$ cat config.mk
export PLATFORM = sky130hd
export DESIGN_NAME = eight_state_logic_gate_evaluator_flat
export DESIGN_NICKNAME = d
export VERILOG_FILES = /design/src/rtl/esge_pkg.sv /design/src/rtl/esge_if.sv /design/src/rtl/eight_state_logic_gate_evaluator.sv /design/src/rtl/esge_eval.sv /design/src/flat_wrapper.sv
export SDC_FILE = /design/constraint.sdc
export NUM_CORES = 1
export LEC_CHECK = 0
export BUFFER_PORTS_ARGS = -buffer_cell sky130_fd_sc_hd__buf_2
export CORE_ASPECT_RATIO = 1.5
export CORE_UTILIZATION = 58
export DETAILED_ROUTE_END_ITERATION = 8
export HOLD_SLACK_MARGIN = 0.15
export PLACE_DENSITY = 0.77
export SYNTH_ARGS = -nofsm -noshare
export SYNTH_HDL_FRONTEND = slang
export SYNTH_SLANG_ARGS = --single-unit
$ cat constraint.sdc
create_clock -name clock -period 3.2 [get_ports clock]
set_input_delay 0.16 -clock clock [delete_from_list [all_inputs] [get_ports clock]]
set_output_delay 0.16 -clock clock [all_outputs]
set_load 0.01 [all_outputs]
$ cat src/rtl/esge_pkg.sv
`timescale 1ns / 1ps

package esge_pkg;

   typedef logic [2:0] state_type;
   typedef logic [3:0] func_type;

   localparam state_type ST_S0 = 3'd0;
   localparam state_type ST_S1 = 3'd1;
   localparam state_type ST_W0 = 3'd2;
   localparam state_type ST_W1 = 3'd3;
   localparam state_type ST_Z  = 3'd4;
   localparam state_type ST_X  = 3'd5;
   localparam state_type ST_SX = 3'd6;
   localparam state_type ST_WX = 3'd7;

   localparam func_type FN_RESOLVE    = 4'd0;
   localparam func_type FN_AND        = 4'd1;
   localparam func_type FN_OR         = 4'd2;
   localparam func_type FN_XOR        = 4'd3;
   localparam func_type FN_NAND       = 4'd4;
   localparam func_type FN_NOR        = 4'd5;
   localparam func_type FN_XNOR       = 4'd6;
   localparam func_type FN_NOT        = 4'd7;
   localparam func_type FN_BUF        = 4'd8;
   localparam func_type FN_WEAKPULL   = 4'd9;
   localparam func_type FN_WEAKPULLDN = 4'd10;
   localparam func_type FN_STRONGPULL = 4'd11;
   localparam func_type FN_VCC        = 4'd12;
   localparam func_type FN_GND        = 4'd13;
   localparam func_type FN_TRISTATE   = 4'd14;

endpackage

$ cat src/rtl/esge_if.sv
`timescale 1ns / 1ps

interface esge_req_if import esge_pkg::*; ();
   logic      valid;
   logic      ready;
   func_type  func;
   state_type operand_a;
   state_type operand_b;

   modport source (output valid, output func, output operand_a, output operand_b,
                   input ready);
   modport sink   (input valid, input func, input operand_a, input operand_b,
                   output ready);
endinterface

interface esge_rsp_if import esge_pkg::*; ();
   logic      valid;
   logic      ready;
   state_type result_state;

   modport source (output valid, output result_state, input ready);
   modport sink   (input valid, input result_state, output ready);
endinterface

$ cat src/rtl/eight_state_logic_gate_evaluator.sv
`timescale 1ns / 1ps
// An accepted request word passes the input register and then the result register.
// Throughput is one word per cycle while rsp_ch.ready holds, set by the input
// register and the result register, with ready passed back through both stages.
// Synchronous reset clears both valid flags; the payload registers are not reset.

module eight_state_logic_gate_evaluator import esge_pkg::*; (
   input  logic              clock,
   input  logic              reset,
   esge_req_if.sink          req_ch,
   esge_rsp_if.source        rsp_ch
);

   logic      in_valid_ff;
   logic      in_valid_in;
   func_type  func_ff;
   state_type operand_a_ff;
   state_type operand_b_ff;
   logic      out_valid_ff;
   logic      out_valid_in;
   state_type result_ff;
   state_type result_in;
   logic      out_load;
   logic      in_load;

   assign out_load = !out_valid_ff || rsp_ch.ready;
   assign in_load  = !in_valid_ff || out_load;

   assign req_ch.ready        = in_load;
   assign rsp_ch.valid        = out_valid_ff;
   assign rsp_ch.result_state = result_ff;

   assign in_valid_in  = in_load ? req_ch.valid : in_valid_ff;
   assign out_valid_in = out_load ? in_valid_ff : out_valid_ff;

   esge_eval u_eval (
      .func         (func_ff),
      .operand_a    (operand_a_ff),
      .operand_b    (operand_b_ff),
      .result_state (result_in)
   );

   always_ff @(posedge clock) begin
      if (reset) begin
         in_valid_ff  <= 1'b0;
         out_valid_ff <= 1'b0;
      end else begin
         in_valid_ff  <= in_valid_in;
         out_valid_ff <= out_valid_in;
      end
   end

   always_ff @(posedge clock) begin
      if (in_load && req_ch.valid) begin
         func_ff      <= req_ch.func;
         operand_a_ff <= req_ch.operand_a;
         operand_b_ff <= req_ch.operand_b;
      end
      if (out_load && in_valid_ff) begin
         result_ff <= result_in;
      end
   end

endmodule

$ cat src/rtl/esge_eval.sv
`timescale 1ns / 1ps

module esge_eval import esge_pkg::*; (
   input  func_type  func,
   input  state_type operand_a,
   input  state_type operand_b,
   output state_type result_state
);

   localparam state_type CONT_TAB [0:7][0:7] = '{
      '{ST_S0, ST_SX, ST_S0, ST_S0, ST_S0, ST_SX, ST_SX, ST_S0},
      '{ST_SX, ST_S1, ST_S1, ST_S1, ST_S1, ST_SX, ST_SX, ST_S1},
      '{ST_S0, ST_S1, ST_W0, ST_WX, ST_W0, ST_X,  ST_SX, ST_WX},
      '{ST_S0, ST_S1, ST_WX, ST_W1, ST_W1, ST_X,  ST_SX, ST_WX},
      '{ST_S0, ST_S1, ST_W0, ST_W1, ST_Z,  ST_X,  ST_SX, ST_WX},
      '{ST_SX, ST_SX, ST_X,  ST_X,  ST_X,  ST_X,  ST_SX, ST_X },
      '{ST_SX, ST_SX, ST_SX, ST_SX, ST_SX, ST_SX, ST_SX, ST_SX},
      '{ST_S0, ST_S1, ST_WX, ST_WX, ST_WX, ST_X,  ST_SX, ST_WX}
   };
   localparam state_type INV_TAB   [0:7] =
      '{ST_S1, ST_S0, ST_W1, ST_W0, ST_Z,  ST_X,  ST_SX, ST_WX};
   localparam state_type WPULL_TAB [0:7] =
      '{ST_W0, ST_W1, ST_W0, ST_W1, ST_W1, ST_WX, ST_SX, ST_WX};
   localparam state_type SPULL_TAB [0:7] =
      '{ST_S0, ST_S1, ST_S0, ST_S1, ST_S1, ST_SX, ST_SX, ST_SX};

   state_type table_val;
   state_type and_val;
   state_type or_val;
   state_type xor_val;
   state_type tri_val;
   logic      a_bin;
   logic      b_bin;

   assign table_val = CONT_TAB[operand_a][operand_b];
   assign a_bin = (operand_a == ST_S0) || (operand_a == ST_S1);
   assign b_bin = (operand_b == ST_S0) || (operand_b == ST_S1);

   always_comb begin
      if (a_bin && b_bin) begin
         and_val = (operand_a == ST_S1 && operand_b == ST_S1) ? ST_S1 : ST_S0;
      end else if (operand_a == ST_S0 || operand_b == ST_S0) begin
         and_val = ST_S0;
      end else begin
         and_val = table_val;
      end

      if (a_bin && b_bin) begin
         or_val = (operand_a == ST_S1 || operand_b == ST_S1) ? ST_S1 : ST_S0;
      end else if (operand_a == ST_S1 || operand_b == ST_S1) begin
         or_val = ST_S1;
      end else begin
         or_val = table_val;
      end

      if (a_bin && b_bin) begin
         xor_val = (operand_a != operand_b) ? ST_S1 : ST_S0;
      end else if (operand_a == ST_SX || operand_b == ST_SX) begin
         xor_val = ST_SX;
      end else if (operand_a == ST_X || operand_b == ST_X ||
                   operand_a == ST_Z || operand_b == ST_Z) begin
         xor_val = ST_X;
      end else begin
         xor_val = table_val;
      end

      unique case (operand_b)
         ST_S1, ST_W1:        tri_val = operand_a;
         ST_S0, ST_W0, ST_Z:  tri_val = ST_Z;
         ST_SX:               tri_val = ST_SX;
         default:             tri_val = ST_X;
      endcase
   end

   always_comb begin
      unique case (func)
         FN_RESOLVE:    result_state = table_val;
         FN_AND:        result_state = and_val;
         FN_OR:         result_state = or_val;
         FN_XOR:        result_state = xor_val;
         FN_NAND:       result_state = INV_TAB[and_val];
         FN_NOR:        result_state = INV_TAB[or_val];
         FN_XNOR:       result_state = INV_TAB[xor_val];
         FN_NOT:        result_state = INV_TAB[operand_a];
         FN_BUF:        result_state = operand_a;
         FN_WEAKPULL:   result_state = WPULL_TAB[operand_a];
         FN_WEAKPULLDN: result_state = INV_TAB[WPULL_TAB[INV_TAB[operand_a]]];
         FN_STRONGPULL: result_state = SPULL_TAB[operand_a];
         FN_VCC:        result_state = ST_S1;
         FN_GND:        result_state = ST_S0;
         FN_TRISTATE:   result_state = tri_val;
         default:       result_state = ST_X;
      endcase
   end

endmodule

$ cat src/flat_wrapper.sv
// flat-port wrapper written by rule: the top's interface ports become plain ports
module eight_state_logic_gate_evaluator_flat import esge_pkg::*;
  (clock, reset, req_ch_valid, req_ch_func, req_ch_operand_a, req_ch_operand_b, req_ch_ready, rsp_ch_valid, rsp_ch_result_state, rsp_ch_ready);
  esge_req_if req_ch_i ();
  esge_rsp_if rsp_ch_i ();
  input  logic clock;
  input  logic reset;
  input wire logic [$bits(req_ch_i.valid)-1:0] req_ch_valid;
  input wire logic [$bits(req_ch_i.func)-1:0] req_ch_func;
  input wire logic [$bits(req_ch_i.operand_a)-1:0] req_ch_operand_a;
  input wire logic [$bits(req_ch_i.operand_b)-1:0] req_ch_operand_b;
  output wire logic [$bits(req_ch_i.ready)-1:0] req_ch_ready;
  output wire logic [$bits(rsp_ch_i.valid)-1:0] rsp_ch_valid;
  output wire logic [$bits(rsp_ch_i.result_state)-1:0] rsp_ch_result_state;
  input wire logic [$bits(rsp_ch_i.ready)-1:0] rsp_ch_ready;
  assign req_ch_i.valid = req_ch_valid;
  assign req_ch_i.func = req_ch_func;
  assign req_ch_i.operand_a = req_ch_operand_a;
  assign req_ch_i.operand_b = req_ch_operand_b;
  assign req_ch_ready = req_ch_i.ready;
  assign rsp_ch_valid = rsp_ch_i.valid;
  assign rsp_ch_result_state = rsp_ch_i.result_state;
  assign rsp_ch_i.ready = rsp_ch_ready;
  eight_state_logic_gate_evaluator u_core (.clock(clock), .reset(reset), .req_ch(req_ch_i), .rsp_ch(rsp_ch_i));
endmodule
== After elaboration in Yosys (flattened, before gate mapping) ==
Memories as Yosys holds them, arrays and structs flattened.
Index checks and enable logic that the tools add are counted.

* Register bits: 15
* Memory bits (read-only): 384
* Memories kept: 9
* Output and inout bits: 5
* Word-level logic and storage cells: 108
* Input port bits: 14

{| class="wikitable"
|+ Memory list
! name !! depth !! bits a word !! rd ports !! clocked after memory_dff !! write ports !! RTL line !! text
|-
| (name not given) || 8 || 24 || 1 || 0 || 0 || esge_eval.sv:35 || <nowiki>assign table_val = CONT_TAB[operand_a][operand_b];</nowiki>
|-
| (name not given) || 8 || 3 || 1 || 0 || 0 || esge_eval.sv:88 || <nowiki>FN_STRONGPULL: result_state = SPULL_TAB[operand_a];</nowiki>
|-
| (name not given) || 8 || 3 || 1 || 0 || 0 || esge_eval.sv:87 || <nowiki>FN_WEAKPULLDN: result_state = INV_TAB[WPULL_TAB[INV_TAB[operand_a]]];</nowiki>
|-
| (name not given) || 8 || 3 || 1 || 0 || 0 || esge_eval.sv:87 ||
|-
| (name not given) || 8 || 3 || 1 || 0 || 0 || esge_eval.sv:87 ||
|-
| (name not given) || 8 || 3 || 1 || 0 || 0 || esge_eval.sv:86 || <nowiki>FN_WEAKPULL: result_state = WPULL_TAB[operand_a];</nowiki>
|-
| 3 more memories || n/a || n/a || n/a || n/a || n/a || n/a ||
|}

* Reductions and logical operators: 21
* Bitwise logic cells: 7
* $lt $le $gt $ge: 7
* Mux-type cells: 33
* Eq/ne operators: 25

{| class="wikitable"
|+ Operators with widths
! operator !! number
|-
| 3-bit two-way mux || 25
|-
| 24-bit two-way mux || 2
|-
| 3-bit one-hot mux with 15 select lines || 1
|-
| 4-bit == test, second input constant || 7
|-
| 4-bit >= comparator, second input constant || 7
|-
| 3-bit inverter with 4-bit output || 7
|-
| 3-bit == test, second input constant || 6
|-
| 4-bit by 3-bit == test with 1-bit output, second input constant || 4
|-
| 1-bit logical OR || 10
|-
| 3-bit binary-select mux with 3-bit select || 1
|-
| 3-bit one-hot mux with 3 select lines || 1
|-
| 4-bit by 2-bit == test with 1-bit output, second input constant || 2
|-
| 3-bit by 1-bit == test with 1-bit output, second input constant || 2
|-
| 3-bit by 2-bit == test with 1-bit output, second input constant || 2
|-
| 3-bit logical NOT || 2
|-
| 4-bit by 1-bit == test with 1-bit output, second input constant || 1
|-
| 1-bit logical AND || 4
|-
| 4-bit logical NOT || 1
|-
| 1-bit two-way mux || 3
|-
| 3-bit inequality test || 1
|-
| 3-bit OR reduction || 1
|-
| 1-bit logical NOT || 2
|-
| 2-bit OR reduction || 1
|}

== Longest topological paths before layout ==
Gate-level depths: netlist of run 1.

* Depth in word-level cells: 15
* Mapped depth: 9
* Mapped depth without buffers: 8

== Hierarchy ==
From an unflattened synthesis of run 1, not the netlist that was laid out.

* Cell total of the unflattened synthesis: 172
* Area total of the unflattened synthesis: 1,500.2 um2

{| class="wikitable"
|+ Modules (own cells, without submodules)
! module !! cells each !! area an instance (um2) !! times used !! sequential area each (um2)
|-
| esge_eval || 149 || 1,006.0 || 1 || 0.0
|-
| eight_state_logic_gate_evaluator || 23 || 494.2 || 1 || 430.4
|}

== Worst setup path before layout of run 1 ==
Ideal clock, no wire load.

* Path kind: flip-flop to flip-flop
* Start point: register u_core.operand_a_ff[0]
* End point: register u_core.result_ff[0] (netlist: u_core.rsp_ch.result_state[0]) (data pin)
* Library setup time: 0.150 ns
* Path slack: 0.751 ns
* Period minus slack after synthesis: 2.449 ns
* Arrival: 2.300 ns
* Cell stages (with the launch flop): 9
* Required time: 3.050 ns
* Path buffers: 0
* Cells stage by stage: edfxtp_1 inv_1 ha_1 nand2_1 or4b_1 a32o_2 or4_1 and3_1 o211ai_2

* Longest elaborated chain between the ends: 15
* Elaborated cells on any way between the ends: 63
* Those cells by class: eq/ne (5); mux (33); bitwise (6); reduce/logical (10); memory (9)

{| class="wikitable"
|+ Ends and longest elaborated chain
! element !! RTL line !! text
|-
| start, declared || eight_state_logic_gate_evaluator.sv:17 || <nowiki>state_type operand_a_ff;</nowiki>
|-
| start signal, assigned || eight_state_logic_gate_evaluator.sv:56 || <nowiki>operand_a_ff <= req_ch.operand_a;</nowiki>
|-
| 3-bit inverter with 4-bit output (implied by the code) || n/a ||
|-
| memory read 8 x 24 bit || n/a ||
|-
| 24-bit two-way mux (implied by the code) (2 in a row) || esge_eval.sv:35 ||
|-
| 3-bit binary-select mux with 3-bit select || esge_eval.sv:35 ||
|-
| 3-bit two-way mux (implied by the code) (2 in a row) || esge_eval.sv:35 ||
|-
| 3-bit two-way mux || esge_eval.sv:60 || <nowiki>end else if (operand_a == ST_X || operand_b == ST_X ||</nowiki>
|-
| 3-bit two-way mux || esge_eval.sv:58 || <nowiki>end else if (operand_a == ST_SX || operand_b == ST_SX) begin</nowiki>
|-
| 3-bit two-way mux || esge_eval.sv:56 || <nowiki>if (a_bin && b_bin) begin</nowiki>
|-
| 3-bit inverter with 4-bit output (implied by the code) || esge_eval.sv:83 || <nowiki>FN_XNOR: result_state = INV_TAB[xor_val];</nowiki>
|-
| memory read 8 x 3 bit || n/a ||
|-
| 3-bit two-way mux (implied by the code) (2 in a row) || esge_eval.sv:83 ||
|-
| 3-bit one-hot mux with 15 select lines * || esge_eval.sv:76 || <nowiki>unique case (func)</nowiki>
|-
| named net u_core.result_in[0] || eight_state_logic_gate_evaluator.sv:22 || <nowiki>state_type result_in;</nowiki>
|-
| end signal, assigned || eight_state_logic_gate_evaluator.sv:60 || <nowiki>result_ff <= result_in;</nowiki>
|-
| end, declared || eight_state_logic_gate_evaluator.sv:21 || <nowiki>state_type result_ff;</nowiki>
|}

The timed path passes the listed nets; every way through them passes the cells marked *. The select of a mux whose other input is x is not followed.
A chain may end at the register's enable or synchronous reset.

== Worst setup path after layout of run 1 ==
Same ends and word-level chain as after synthesis.

==> flow_summary.toml, run 1 <==
[synth]
synth_area_um2 = 1603
synth_edf_count = 13
synth-seq-cells = 15
synth_top_cells_by_area = "edfxtp_1 (24%), ha_1 (7.0%), nor2_1 (4.0%)"
syn_inst = 190
synth_ff_type = "edfxtp_1"
synth_top_area_share = 0.2436
syn_area_per_cell_um2 = 8.436
syn-num-nets = 213
ys_seq_area_frac = 0.2685
synth_top_area_cell = "edfxtp_1"
async_reset_ff_frac = 0
yosysWarnings = 0
synth_cell_types = 65

[clock_network]
cts_max_level = 1
root_buffer = "clkbuf_8"
postCtsResizedCells = 0
path_clk_slew_ps = 60
clock-sinks = 15
clockBufferDepth = 2
cts_made_buffers = 3
insertion_delay_ps = 250
cts_tree = "yes"

[drt]
via_per_inst = 6.431
dr.pass1.iters = 4
routed_wirelength_um = 4194
drc_errors = 0
wire_per_inst_um = 16.91
via_count = 1595
detail-route-antenna-nets = 0
first_iter_violations = 77

[sta]
slew_headroom = 0.5004
setup_viol = 0
hold_violations = 0
slew_violations = 0
min_period_over_period = 0.8473
fin_crit_ps = 2711
rsz0062_at_grt = "no"
worst_slack_ps = 488.6
final.setup_skew_ps = 5.771
setup_tns_ps = 0
tightest_slew_ps = 749.5
fmax_ghz = 0.3688

[critical_path]
crit_buf_inv = 1
r2r_cells = 8
cp_data_required_time_ps = 3300
path_class = "flop to flop"
end_kind = "flop"
cp-endpoint = "u_core.rsp_ch.result_state[0]$_DFFE_PP_"
reg2reg_from = "u_core.operand_a_ff[0]$_DFFE_PP_"
worstPathCellList = "inv_1 > ha_1 > nand2_1 > or4b_1 > a32o_2 > or4_1 > and3_1 > o211ai_2"
reg2reg_slack_ps = 490
cp-startpoint = "u_core.operand_a_ff[0]$_DFFE_PP_"
cp.depth = 8
crit_family = "simple AND/OR/NAND/NOR gates"
crit_path_max_fanout = 12
cp-start-kind = "flop"
crit_arrival_ps = 2810
critPathSlowestCell = "edfxtp_1"
timing.rr.end = "u_core.rsp_ch.result_state[0]$_DFFE_PP_"
cp_slowest_stage_delay_ps = 600

[power]
p_leak_nw = 0.7275
powerDensity_nw_per_um2 = 315.8
vdd_drop_max_mv = 0.3328

[die]
fp.dieH_um = 66.38
fp.dieW_um = 44.92
fp.dieArea_um2 = 2982
top_level_ports = 19
coreArea_um2 = 2648
rows = 23
start_util = 0.6054

[global_route]
grt_overflow = 0
grt_max_degree = 25
grt.total_usage = 0.3072
antenna_found_initial = 0
grt_pass1_vias = 1474
grt_pass1_wl_um = 6727

[final_layout]
nets = 235
instances_no_fill = 248
final_layout_size_suffix_gt1_frac = 0.1611
area_delta_synth_final_pct = 12.65
n_antenna_cell = 0
fillCellCount = 225

[placed_design]
dpl.hpwl_um = 3015
place.gp.congestion = 0.9482
dp_cells = 232
dp_slack_ps = 532.0
portBuffers = 18

[worst_hold_path]
holdPathStages = 4
hp-start = "rsp_ch_ready"
hold_path_class = "input pin to flop"

[run_status]
outcome = "completed"

[flow_run]
cap_violations = 0
## stage by stage
step	hold slack (ps)	total power (W)	cell area [um2]	utilization
3_5_place_dp	338.1	0.0004085	1639	0.6191
3_3_place_gp	332.9	0.0004051	1639	0.6191
4_1_cts	231.0	0.0005680	1805	0.6819
2_1_floorplan	232.4	0.0003733	1603	-
5_1_grt	351.9	0.0005976	1805	0.6819
6_report	299.9	0.0005701	1805	0.6819
## layer usage
metal,vias up,track usage,part of all wire
li1,773,-,-
met1,754,0.3688,0.39
met2,56,0.5236,0.53
met3,12,0.04098,0.044
met4,0,0.1402,0.032
met5,-,0,0
## kinds of logic after synthesis
logic type / synth area share
buffers and inverters: 0.08821
xor gates and xnor gates: 0.01093
adders and majority gates: 0.08275
and+or+nand+nor: 0.2662
DFF: 0.2685
AOI/OAI and AO/OA: 0.2834
## registers in the layout, indices dropped and copies added, names as in the netlist
| name | cells |
|---|---|
| u_core.rsp_ch.valid | 1 |
| u_core.in_valid_ff | 1 |
| u_core.func_ff | 4 |
| u_core.rsp_ch.result_state | 3 |
| u_core.operand_b_ff | 3 |
| u_core.operand_a_ff | 3 |
## layout by cell type (no fill, tap or decap), drive strengths merged, types with 3 or more instances in the layout
| cell type | netlist | layout |
|---|---|---|
| o22ai | 7 | 7 |
| a32o | 3 | 3 |
| ha | 9 | 9 |
| nor3 | 5 | 5 |
| dlygate4sd3 | 0 | 12 |
| o21ai | 8 | 8 |
| or3 | 5 | 5 |
| a21oi | 9 | 9 |
| clkbuf | 7 | 3 |
| nor2 | 17 | 17 |
| a31oi | 3 | 3 |
| buf | 7 | 19 |
| nand2b | 4 | 4 |
| a211oi | 4 | 4 |
| o211ai | 6 | 6 |
| edfxtp | 13 | 13 |
| inv | 9 | 9 |
| nor2b | 7 | 7 |
| nand3 | 5 | 5 |
| nand2 | 15 | 15 |
## power breakdown
group | switching (W) | internal (W)
combinational | 0.0000836 | 0.0000772
sequential | 0.0000315 | 0.000228
clock | 0.0000637 | 0.0000861
total | 0.000179 | 0.000391
## synthesized netlist by cell type, types with 2 or more instances
cell      number
edfxtp_1      13
o21ai_0        7
buf_6          3
o311ai_0       2
nand2b_1       3
maj3_1         2
nor2_1        17
o221ai_1       2
a22oi_1        2
nand3_1        5
and2_1         2
buf_1          2
nor3_1         5
nand4_1        2
o211ai_1       5
a32o_1         2
nand2_1       15
a211oi_1       3
a21o_1         2
nor2b_1        7
inv_1          8
or3_1          5
clkbuf_1       4
xnor2_1        2
dfxtp_1        2
a31oi_1        3
ha_1           9
o22ai_1        7
a21oi_1        9
buf_2          2
clkbuf_8       3
and3_1         2
## area by class of cell
cell class / count / area, um2 / share of cell area
multi-input combinational: 152 / 1031 / 0.5710
inverter: 9 / 33.78 / 0.01871
timing repair buffer: 31 / 217.7 / 0.1206
tap: 37 / 46.29 / 0.02564
sequential: 15 / 430.4 / 0.2384
clock buffer: 3 / 41.29 / 0.02287
clock inverter: 1 / 5.005 / 0.002772
## timing repair
| action | 4_1_cts | 5_1_grt |
|---|---|---|
| setup buffers | 0 | 0 |
| hold buffers | 12 | 0 |
| endpoints found under the hold margin | 12 | 0 |
## worst min-delay path by stage
stage                                             endpoint  slack [ps]
after floorplan            u_core.in_valid_ff$_SDFFE_PP0N_         230
after CTS                 u_core.rsp_ch.valid$_SDFFE_PP0P_         230
after detailed placement  u_core.operand_b_ff[0]$_DFFE_PP_         340
after global placement    u_core.rsp_ch.valid$_SDFFE_PP0P_         330
final                     u_core.rsp_ch.valid$_SDFFE_PP0P_         300
after global routing      u_core.rsp_ch.valid$_SDFFE_PP0P_         350
## worst register-to-register path, stage by stage (launching register included)
cell      delay, ps
edfxtp_1        600
inv_1           170
ha_1            240
nand2_1          90
or4b_1          460
a32o_2          310
or4_1           390
and3_1          180
o211ai_2        130
(Power assumes the default switching activity.)
==> inputs of run 2 (changes only) <==
- ABC_AREA: not set -> 1
- PLACE_DENSITY: 0.77 -> 0.78
- clock period: 3.2 -> 2.67 ns (I/O delays scaled with it)
==> run 2 against run 1 <==
  * Setup slack got worse by 120 ps
  * Count of clock-buffer cells in the layout increased by 1
  * Non-clock buffer count increased by 2
  * Routed wire length decreased by 8.5%
  * Core utilization increased by 2.7 points
  * Sequential share of layout area increased by 0.93 points
  * Combinational power increased by 29%
  * Clock power decreased by 19%
  * Largest power group unchanged
==> flow_summary.toml, run 2 <==
[drt]
routed_wirelength_um = 3838
drc_errors = 0
wire_per_inst_um = 14.54
first_iter_violations = 63
via_count = 1557
detail-route-antenna-nets = 0
via_per_inst = 5.898
dr.pass1.iters = 4

[clock_network]
postCtsSetupRepairBufs = 0
clock-sinks = 15
cts_max_level = 1
insertion_delay_ps = 270
clockBufferDepth = 2
cts_made_buffers = 3
path_clk_slew_ps = 80
root_buffer = "clkbuf_4"
cts_tree = "yes"

[critical_path]
r2r_cells = 11
cp_slowest_stage_delay_ps = 480
cp-start-kind = "flop"
path_class = "flop to flop"
crit_buf_inv = 1
crit_path_max_fanout = 9
critPathSlowestCell = "edfxtp_1"
reg2reg_slack_ps = 370
cp_data_required_time_ps = 2700
timing.rr.end = "u_core.rsp_ch.result_state[0]$_DFFE_PP_"
end_kind = "flop"
crit_arrival_ps = 2330
crit_family = "simple AND/OR/NAND/NOR gates"
worstPathCellList = "inv_1 > ha_1 > or2_1 > a22oi_1 > nand3_1 > nand2_1 > nand2_1 > nand2_1 > nand2_1 > nor2_2 > nand3_1"
cp_common_cell = "nand2_1"
reg2reg_from = "u_core.operand_a_ff[1]$_DFFE_PP_"

[power]
powerDensity_nw_per_um2 = 357.0
p_leak_nw = 0.8537
vdd_drop_max_mv = 0.2985

[global_route]
busiest_layer = "met2"
grt_pass1_wl_um = 6589
met3_usage = 0.02825
grt_pass1_vias = 1557
grt_overflow = 0
antenna_found_initial = 0
grt_max_degree = 12
grt_use_met1 = 0.3491
grt.total_usage = 0.3145
grt_util_met2 = 0.5871

[die]
fp.dieArea_um2 = 2782
fp.dieW_um = 43.41
fp.dieH_um = 64.11
top_level_ports = 19
rows = 22
coreArea_um2 = 2450
start_util = 0.6088

[sta]
rsz0062_at_grt = "no"
final.setup_skew_ps = 4.912
tightest_slew_ps = 441.3
setup_viol = 0
worst_slack_ps = 369.6
fin_crit_ps = 2300
slew_violations = 0
setup_tns_ps = 0
slew_headroom = 0.7058
fmax_ghz = 0.4347
min_period_over_period = 0.8616
hold_violations = 0

[worst_hold_path]
holdPathStages = 3
hp-start = "req_ch_valid"
min_to = "u_core.func_ff[0]$_DFFE_PP_"
hold_path_class = "input pin to flop"

[synth]
syn_area_per_cell_um2 = 7.170
synth_top_area_cell = "edfxtp_1"
synth_ff_type = "edfxtp_1"
synth_adder_area_share = 0.07550
synth-xor-area-share = 0.005872
synth_top_area_share = 0.2617
synth-seq-cells = 15
synth_top_family_by_area = "simple AND/OR/NAND/NOR gates"
yosysMostFrequentCell = "nand2_1"
synth_compound_area_frac = 0.1292
netlist_top_cells_count = "nand2_1 (60), nand3_1 (22), inv_1 (21)"
synth_cell_types = 30
synth_top_cells_by_area = "edfxtp_1 (26%), nand2_1 (15%), ha_1 (7.6%)"
ys_seq_area_frac = 0.2886
synth_area_um2 = 1491
syn_inst = 208
syn-num-nets = 231
synth.mux.area_fraction = 0
async_reset_ff_frac = 0
yosys.area_share.simple = 0.4102
synth_edf_count = 13
yosysWarnings = 0

[flow_run]
cap_violations = 0

[placed_design]
portBuffers = 18
dpl.hpwl_um = 2902
place.gp.congestion = 0.9413
dp_slack_ps = 396.8

[final_layout]
layout_commonest_cell = "nand2_1"
n_antenna_cell = 0
nets = 264
largest_register = "u_core.func_ff"
area_delta_synth_final_pct = 16.53
final_cell_mix = "nand2_1 (60), nand3_1 (22), inv_1 (21)"
fillCellCount = 201
final_layout_size_suffix_gt1_frac = 0.2000
largest_reg_flops = 4

[run_status]
outcome = "completed"
==> run 2: cell types whose count changed in the layout (fill, tap and decap cells not counted), moves of 5 or more <==
cell	delta
inv_1	+13
nand2_1	+45
nand3_1	+17
nand3_2	+11
nor2b_1	-7
nor3_1	-5
o211ai_1	-5
o22ai_1	-5
or3_1	-5
==> run 2: worst max-delay path by stage <==
| stage | from | to | depth (start not counted) |
|---|---|---|---|
| after floorplan | u_core.operand_a_ff[0]$_DFFE_PP_ | u_core.rsp_ch.result_state[0]$_DFFE_PP_ | 11 |
| after global placement | u_core.operand_a_ff[1]$_DFFE_PP_ | u_core.rsp_ch.result_state[0]$_DFFE_PP_ | 12 |
| after detailed placement | u_core.operand_a_ff[1]$_DFFE_PP_ | u_core.rsp_ch.result_state[0]$_DFFE_PP_ | 11 |
| after CTS | u_core.operand_a_ff[1]$_DFFE_PP_ | u_core.rsp_ch.result_state[0]$_DFFE_PP_ | 11 |
| after global routing | u_core.operand_a_ff[1]$_DFFE_PP_ | u_core.rsp_ch.result_state[0]$_DFFE_PP_ | 11 |
| final | u_core.operand_a_ff[1]$_DFFE_PP_ | u_core.rsp_ch.result_state[0]$_DFFE_PP_ | 11 |
==> run 2: logic make-up (layout without fill, tap and decap cells) <==
| group | count (synthesis) | count (layout) |
|---|---|---|
| buffers and inverters | 29 | 61 |
| AO/OA/AOI/OAI | 28 | 28 |
| flip-flops | 15 | 15 |
| adder cells (fa/ha/maj) | 9 | 9 |
| XOR/XNOR | 1 | 1 |
| AND/OR/NAND/NOR | 126 | 126 |
==> run 2: worst reg2reg max path, delay by kind of cell (launching register included) <==
| family | cells | cell delay, ps |
|---|---|---|
| adders and majority gates | 1 | 290 |
| DFF | 1 | 480 |
| AOI/OAI and AO/OA | 1 | 240 |
| buffers and inverters | 1 | 220 |
| and+or+nand+nor | 8 | 820 |
==> run 2: report_power, final <==
| part | total [W] | internal (W) | switching (W) |
|---|---|---|---|
| combinational | 0.000207 | 0.0000808 | 0.000126 |
| sequential | 0.000293 | 0.000273 | 0.0000194 |
| clock | 0.000121 | 0.0000578 | 0.0000634 |
| total | 0.000621 | 0.000412 | 0.000209 |
==> run 2: metal layers <==
metal  up-vias  share of wire
li1        765              -
met5         -              0
met3        10          0.041
met2        60           0.54
met4         0          0.028
met1       722           0.39
==> run 2: layout make-up <==
cell class                 instances  area (um2)  area share
multi-input combinational        164       925.9      0.5328
timing repair buffer              33       235.2      0.1353
clock buffer                       4       26.28     0.01512
inverter                          24       90.09     0.05184
sequential                        15       430.4      0.2477
tap                               24       30.03     0.01728
==> run 2: through the flow <==
stage	std cells	hold WS, ps	util	area [um2]	power (W)
global route	264	441.8	0.7094	1738	0.0006570
finish	264	419.7	0.7094	1738	0.0006205
global placement	247	307.2	0.6456	1582	0.0004802
floorplan	208	202.6	-	1491	0.0004380
CTS	264	396.9	0.7094	1738	0.0006211
detailed placement	247	310.8	0.6456	1582	0.0004851
==> run 2: timing repair <==
item / 4_1_cts / 5_1_grt
hold endpoints to repair: 12 / 0
hold buffers: 13 / 0
gates resized for setup: 0 / 0
